File: config.mk
export PLATFORM = sky130hd
export DESIGN_NAME = time_history_averager
export DESIGN_NICKNAME = d
export VERILOG_FILES = /design/src/ths_pkg.sv /design/src/ths_history.sv /design/src/ths_divider.sv /design/src/time_history_averager.sv
export SDC_FILE = /design/constraint.sdc
export NUM_CORES = 1
export LEC_CHECK = 0
export BUFFER_PORTS_ARGS = -buffer_cell sky130_fd_sc_hd__buf_4
export CAP_MARGIN = 10
export CORE_MARGIN = 2
export CORE_UTILIZATION = 50
export CTS_CLUSTER_SIZE = 12
export DETAILED_ROUTE_END_ITERATION = 6
export PLACE_DENSITY = 0.67
export SKIP_LAST_GASP = 1
export SYNTH_ARGS = -nofsm -noshare
export SYNTH_HDL_FRONTEND = slang
export SYNTH_SLANG_ARGS = --single-unit
File: constraint.sdc
create_clock -name clk -period 8.1 [get_ports clk]
set_input_delay 1.215 -clock clk [delete_from_list [all_inputs] [get_ports clk]]
set_output_delay 1.215 -clock clk [all_outputs]
set_load 0.01 [all_outputs]
File: src/ths_pkg.sv
// ----------------------------------------------------------------------------
// ths_pkg
// Shared types and constants for the time history averager.
// ----------------------------------------------------------------------------
package ths_pkg;

  localparam int DEPTH    = 8;
  localparam int SAMPLE_W = 32;
  localparam int IDX_W    = 8;
  localparam int ACT_W    = 2;

  localparam int HIDX_W = (DEPTH > 1) ? $clog2(DEPTH) : 1;
  localparam int CNT_W  = $clog2(DEPTH + 1);
  localparam int SUM_W  = SAMPLE_W + $clog2(DEPTH);
  localparam int DIV_CW = $clog2(SUM_W);

  localparam logic [ACT_W-1:0] ACT_PUSH  = 2'd0;
  localparam logic [ACT_W-1:0] ACT_WRITE = 2'd1;
  localparam logic [ACT_W-1:0] ACT_READ  = 2'd2;

  typedef struct packed {
    logic [ACT_W-1:0]    action;
    logic [IDX_W-1:0]    index;
    logic [SAMPLE_W-1:0] time_value;
  } in_t;

  typedef struct packed {
    logic [SAMPLE_W-1:0] entry_value;
    logic [SAMPLE_W-1:0] average;
  } out_t;

  typedef struct packed {
    logic push;
    logic write;
    logic rotate;
  } hist_ctrl_t;

endpackage

File: src/ths_history.sv
// ----------------------------------------------------------------------------
// ths_history
// Sample history registers: push, indexed write, and a rotate path that
// presents every entry at the tail once per scan.
// ----------------------------------------------------------------------------
module ths_history (
  input  logic                        clk,
  input  logic                        rst,
  input  ths_pkg::hist_ctrl_t         ctrl,
  input  logic [ths_pkg::HIDX_W-1:0]  wr_index,
  input  logic [ths_pkg::SAMPLE_W-1:0] wr_value,
  input  logic [ths_pkg::HIDX_W-1:0]  rd_index,
  output logic [ths_pkg::SAMPLE_W-1:0] rd_value,
  output logic [ths_pkg::SAMPLE_W-1:0] tail
);
  import ths_pkg::*;

  logic [SAMPLE_W-1:0] history [DEPTH];

  always_ff @(posedge clk) begin
    if (rst) begin
      for (int i = 0; i < DEPTH; i++) history[i] <= '0;
    end else if (ctrl.push) begin
      for (int i = 1; i < DEPTH; i++) history[i] <= history[i-1];
      history[0] <= wr_value;
    end else if (ctrl.write) begin
      history[wr_index] <= wr_value;
    end else if (ctrl.rotate) begin
      // oldest wraps to newest; a full rotation of all entries restores the order
      for (int i = 1; i < DEPTH; i++) history[i] <= history[i-1];
      history[0] <= history[DEPTH-1];
    end
  end

  assign rd_value = history[rd_index];
  assign tail     = history[DEPTH-1];

endmodule

File: src/ths_divider.sv
// ----------------------------------------------------------------------------
// ths_divider
// Bit-serial restoring divider, one quotient bit per cycle.
// ----------------------------------------------------------------------------
module ths_divider (
  input  logic                        clk,
  input  logic                        rst,
  input  logic                        start,
  input  logic [ths_pkg::SUM_W-1:0]   dividend,
  input  logic [ths_pkg::CNT_W-1:0]   divisor,
  output logic                        done,
  output logic [ths_pkg::SUM_W-1:0]   quotient
);
  import ths_pkg::*;

  logic              busy;
  logic [DIV_CW-1:0] bit_cnt;
  logic [SUM_W-1:0]  quo;
  logic [CNT_W-1:0]  rem;
  logic [CNT_W:0]    shifted;
  logic [CNT_W:0]    diff;
  logic              take;

  assign shifted = {rem, quo[SUM_W-1]};
  assign diff    = shifted - {1'b0, divisor};
  assign take    = (shifted >= {1'b0, divisor});

  always_ff @(posedge clk) begin
    if (rst) begin
      busy    <= 1'b0;
      bit_cnt <= '0;
    end else if (start) begin
      busy    <= 1'b1;
      bit_cnt <= DIV_CW'(SUM_W - 1);
    end else if (busy) begin
      if (bit_cnt == '0) busy <= 1'b0;
      bit_cnt <= bit_cnt - DIV_CW'(1);
    end
  end

  always_ff @(posedge clk) begin
    if (start) begin
      quo <= dividend;
      rem <= '0;
    end else if (busy) begin
      quo <= {quo[SUM_W-2:0], take};
      rem <= take ? diff[CNT_W-1:0] : shifted[CNT_W-1:0];
    end
  end

  assign done     = busy && (bit_cnt == '0);
  assign quotient = quo;

endmodule

File: src/time_history_averager.sv
// ----------------------------------------------------------------------------
// time_history_averager
// Sample history with push, indexed read/write and a mean of the nonzero entries
// scaled by six.
// a request passes through S_SUM, S_DGO, S_DWAIT and S_OUT in that order
// no new request is taken until the last result is loaded for output; the
//   entry scan takes one entry a cycle, the divider one quotient bit a cycle
// a finished result waits in the output register while the next request runs
// reset: synchronous, clears the history to zero and empties the output
module time_history_averager (
  input  logic           clk,
  input  logic           rst,
  input  logic           in_valid,
  output logic           in_ready,
  input  ths_pkg::in_t   in_data,
  output logic           out_valid,
  input  logic           out_ready,
  output ths_pkg::out_t  out_data
);
  import ths_pkg::*;

  localparam logic [2:0] S_IDLE  = 3'd0;
  localparam logic [2:0] S_SUM   = 3'd1;
  localparam logic [2:0] S_DGO   = 3'd2;
  localparam logic [2:0] S_DWAIT = 3'd3;
  localparam logic [2:0] S_OUT   = 3'd4;

  logic [2:0]          state;
  logic [HIDX_W-1:0]   step;
  logic [HIDX_W-1:0]   idx;
  logic                idx_ok;
  logic [SUM_W-1:0]    acc;
  logic [CNT_W-1:0]    cnt;
  logic [SAMPLE_W-1:0] entry;

  hist_ctrl_t          hctrl;
  logic [SAMPLE_W-1:0] rd_value;
  logic [SAMPLE_W-1:0] tail;
  logic [SAMPLE_W-1:0] scaled;
  logic                in_fire;
  logic                in_rng;
  logic                div_done;
  logic [SUM_W-1:0]    quotient;
  logic                out_load;

  assign in_ready = (state == S_IDLE);
  assign in_fire  = in_valid && in_ready;
  assign in_rng   = (in_data.index < IDX_W'(DEPTH));

  always_comb begin
    hctrl.push   = in_fire && (in_data.action == ACT_PUSH);
    hctrl.write  = in_fire && (in_data.action == ACT_WRITE) && in_rng;
    hctrl.rotate = (state == S_SUM);
  end

  ths_history u_hist (
    .clk      (clk),
    .rst      (rst),
    .ctrl     (hctrl),
    .wr_index (in_data.index[HIDX_W-1:0]),
    .wr_value (in_data.time_value),
    .rd_index (idx),
    .rd_value (rd_value),
    .tail     (tail)
  );

  // times six, wrapping to 32 bits
  assign scaled = (tail << 2) + (tail << 1);

  ths_divider u_div (
    .clk      (clk),
    .rst      (rst),
    .start    (state == S_DGO),
    .dividend (acc),
    .divisor  (cnt),
    .done     (div_done),
    .quotient (quotient)
  );

  assign out_load = (state == S_OUT) && (!out_valid || out_ready);

  always_ff @(posedge clk) begin
    if (rst) begin
      state <= S_IDLE;
      step  <= '0;
    end else begin
      unique case (state)
        S_IDLE: begin
          if (in_fire) begin
            state <= S_SUM;
            step  <= '0;
          end
        end
        S_SUM: begin
          if (step == HIDX_W'(DEPTH - 1)) state <= S_DGO;
          step <= step + HIDX_W'(1);
        end
        S_DGO:   state <= S_DWAIT;
        S_DWAIT: if (div_done) state <= S_OUT;
        S_OUT:   if (out_load) state <= S_IDLE;
        default: state <= S_IDLE;
      endcase
    end
  end

  always_ff @(posedge clk) begin
    if (in_fire) begin
      idx    <= in_data.index[HIDX_W-1:0];
      idx_ok <= in_rng;
      acc    <= '0;
      cnt    <= '0;
    end else if (state == S_SUM) begin
      // first scan cycle sees the history before any rotation
      if (step == '0) entry <= idx_ok ? rd_value : '0;
      if (tail != '0) begin
        acc <= acc + SUM_W'(scaled);
        cnt <= cnt + CNT_W'(1);
      end
    end
  end

  always_ff @(posedge clk) begin
    if (rst) begin
      out_valid <= 1'b0;
    end else if (out_load) begin
      out_valid <= 1'b1;
    end else if (out_ready) begin
      out_valid <= 1'b0;
    end
  end

  always_ff @(posedge clk) begin
    if (out_load) begin
      out_data.entry_value <= entry;
      out_data.average     <= (cnt == '0) ? '0 : quotient[SAMPLE_W-1:0];
    end
  end

endmodule

==> results by group <==
Floorplan
  – Die extent in y: 221 um
  – Die area: 0.0487 mm2
  – Io pins: 112
  – Initial Utilization: 50.5%
  – Die width: 221 um
  – Core Region: 0.0465 mm2
  – Site Rows: 79

CTS
  – Post-CTS Hold Buffers: 0
  – CTS tree: built
  – Clock sink total: 447
  – Buffers inserted during post-CTS setup optimization: 0
  – Post-CTS sizing: 0
  – H-Tree Depth: 2
  – CTS Buf Count: 49
  – Clock Path Buffers: 3
  – Clock transition at path regs: 0.06 ns
  – Clk root buf: clkbuf_16
  – Clk Latency, worst-skew pair: 0.61 ns

Finish
  – Final std cells w/o fill: 2,679
  – Layout cell share with drive strength beyond 1: 14.8%
  – Antenna diodes: 0
  – Synthesis-to-layout area growth: 11.8%
  – Net count, final: 2,171

Route
  – Routed WL: 60.8 mm
  – DRT Pass-1 Iters: 5
  – DR DRC count: 0
  – DR WL/cell: 22.7 um
  – First DRT Iteration DRCs: 1,648
  – Antenna Nets Post-Route: 0
  – Vias: 16.5k
  – Via/cell ratio: 6.16

Synthesis
  – Post-synth EDFFs: 391
  – Mapped cell area: 0.0235 mm2
  – Count of state elements after synthesis: 447
  – Cells after Synth: 1,990
  – Top FF cell, synth: edfxtp_1
  – Async SR Flop Fraction: 0%
  – Post-synthesis sequential area ratio: 54.8%
  – Avg Cell Area, Syn: 11.8 um2
  – Synth warnings: 0
  – Netlist cell types: 65
  – Synthesized Nets: 2,125

Worst setup path
  – R2R setup slack: 3.26 ns
  – Setup crit end kind: flop
  – Worst R2R Start: u_hist.history[7][0]
  – Critical Path Start Type: flop
  – Reg-to-Reg End: acc[31]
  – Critical Path AT: 5.32 ns
  – Crit path max fanout: 5
  – Worst Path Required: 8.58 ns
  – Worst reg2reg path depth: 20
  – Crit Path Category: reg -> reg

Hold path
  – Hold Crit Endpoint: out_data[51]
  – HP Start: entry[19]
  – Worst hold path type: reg -> reg
  – Hold depth: 0

STA
  – RSZ-0062 raised after global routing: false
  – Rel. slew slack: 14.6%
  – Setup skew after layout: 0.0222 ns
  – Sum of negative setup slack: 0 ns
  – Fmax achieved: 206 MHz
  – Setup violators final: 0
  – Fin crit share: 59.8%
  – Slew Viols, Final: 0
  – Final Hold Viols: 0
  – Period minus WS final: 4.84 ns
  – Worst-Margin Slew: 1.28 ns

Global routing
  – Total track usage: 25.2%
  – Initial antenna violation count: 3
  – Vias in the first global route: 16.0k
  – GR Overflow Total: 0
  – First-pass GRT wire length: 93.8 mm
  – Largest net degree at the start of global routing: 108

Pwr
  – P_leak: 10.3 nW
  – P per Cell Area: 254 mW/mm2
  – IR drop worst, VDD: 0.176 mV

Placed design
  – Placed insts: 2,591
  – DP Wirelength: 39.9 mm
  – GPL Wtd Cong: 0.915
  – PortBufs: 111

Run status
  – Status: finished clean

Job
  – Max Cap Viol: 0
==> cell type report <==
class | count | area (um2)
inverters | 59 | 221
flip-flops and latches | 447 | 12900
clock inverters | 20 | 178
repair buffers | 144 | 1090
multi-input cells | 1335 | 9750
well taps | 607 | 759
fillers | 3911 | 20200
clock buffers | 67 | 1370
==> layout by cell type (no fill, tap or decap), types with 5 or more instances in the layout <==
| cell type | instances |
|---|---|
| edfxtp_1 | 391 |
| nand2_1 | 356 |
| a22o_1 | 162 |
| buf_4 | 143 |
| ha_1 | 86 |
| a21oi_1 | 84 |
| o21ai_0 | 77 |
| nor2b_1 | 69 |
| nand3b_1 | 65 |
| mux4_2 | 64 |
| inv_1 | 59 |
| dfxtp_1 | 56 |
| nor2_1 | 53 |
| clkbuf_16 | 51 |
| mux2i_1 | 37 |
| xnor2_1 | 36 |
| nand3_1 | 34 |
| a21o_1 | 28 |
| xor2_1 | 23 |
| nor3_1 | 19 |
| nand2b_1 | 15 |
| nand4_1 | 15 |
| clkbuf_1 | 13 |
| o21bai_1 | 10 |
| and3_1 | 7 |
| clkinv_1 | 7 |
| o21a_1 | 6 |
| a211oi_1 | 6 |
| nor4_1 | 5 |
| a31oi_1 | 5 |
| o21ai_1 | 5 |
| clkinv_2 | 5 |
==> kinds of logic after synthesis <==
kind of cell	count (synthesis)	share of synthesized area, %
AO/OA/AOI/OAI	426	13.1
XOR/XNOR	59	2.20
adder cells (fa/ha/maj)	89	4.84
buffers and inverters	208	4.01
flip-flops	447	54.8
multiplexers	101	7.72
AND/OR/NAND/NOR	660	13.3
==> sequential cells by signal (all words and copies together), names as in the netlist, 4 cells and up <==
signal,cells
u_div.quotient,35
out_data,64
acc,34
cnt,4
u_hist.history,256
u_div.bit_cnt,6
u_div.rem,4
entry,32
==> Yosys cell counts, drive strengths merged, types with 10 or more instances <==
| cell type | number | share of area, % |
|---|---|---|
| nor2b | 69 | 1.8 |
| clkbuf | 76 | 1.2 |
| dfxtp | 56 | 4.8 |
| a21oi | 87 | 1.9 |
| buf | 73 | 1.8 |
| nor2 | 57 | 0.91 |
| ha | 86 | 4.6 |
| nor3 | 22 | 0.51 |
| nand2b | 15 | 0.40 |
| o21ai | 87 | 1.9 |
| xor2 | 23 | 0.86 |
| edfxtp | 391 | 50 |
| a21o | 28 | 0.90 |
| nand4 | 15 | 0.40 |
| o21bai | 10 | 0.32 |
| a22o | 162 | 6.0 |
| mux2i | 37 | 1.6 |
| nand3b | 65 | 2.1 |
| nand3 | 34 | 0.73 |
| nand2 | 357 | 5.7 |
| mux4 | 64 | 6.1 |
| inv | 59 | 0.94 |
| xnor2 | 36 | 1.3 |
==> power by group <==
part	leakage (nW)	switching [W]	internal [W]
clock network	0.759	0.000932	0.00125
registers	4.46	0.000181	0.00275
logic	5.05	0.000928	0.000628
==> stage by stage <==
step | utilization, % | setup WS (ns) | instance area, um2 | power (W) | hold slack (ns)
6_report | 56.5 | 3.26 | 26200 | 0.00667 | 0.418
5_1_grt | 56.5 | 2.97 | 26200 | 0.00698 | 0.422
4_1_cts | 56.4 | 3.30 | 26200 | 0.00669 | 0.419
3_5_place_dp | 53.1 | 3.20 | 24700 | 0.00451 | 0.405
3_3_place_gp | 53.1 | 3.29 | 24700 | 0.00449 | 0.400
2_1_floorplan | - | 2.99 | 23500 | 0.00409 | 0.400
==> critical path, stage by stage (launching register included) <==
cell	delay (ns)
edfxtp_1	0.46
ha_1	0.26
inv_1	0.08
fa_1	0.20
and2b_1	0.20
o2111ai_1	0.23
a21oi_1	0.15
o32ai_1	0.45
o21a_1	0.30
o31ai_4	0.09
a31oi_1	0.27
xnor2_1	0.17
ha_1	0.30
inv_1	0.14
a21oi_1	0.05
or2_2	0.28
a211oi_1	0.36
o21ai_1	0.17
a41oi_1	0.28
mux2i_1	0.21
nand3_1	0.09
==> routing by layer <==
layer / global-route usage, % / wire length (um) / vias to the layer above
li1: - / - / 7481
met1: 34.9 / 25500 / 8129
met2: 40.5 / 28200 / 784
met3: 4.73 / 5430 / 115
met4: 7.42 / 1640 / 2
met5: 0 / 10 / -
==> worst max path at each step <==
stage / start / to / slack, ns / cells after the start
floorplan: in_data[38] / u_hist.history[5][0] / 2.99 / 6
global placement: in_valid / u_hist.history[4][18] / 3.29 / 9
detailed placement: in_valid / u_hist.history[2][16] / 3.20 / 9
CTS: u_hist.history[7][0] / acc[31] / 3.30 / 20
global route: u_hist.history[7][0] / acc[33] / 2.97 / 22
finish: u_hist.history[7][0] / acc[31] / 3.26 / 20
No activity file was read; power rests on OpenSTA's default activity.
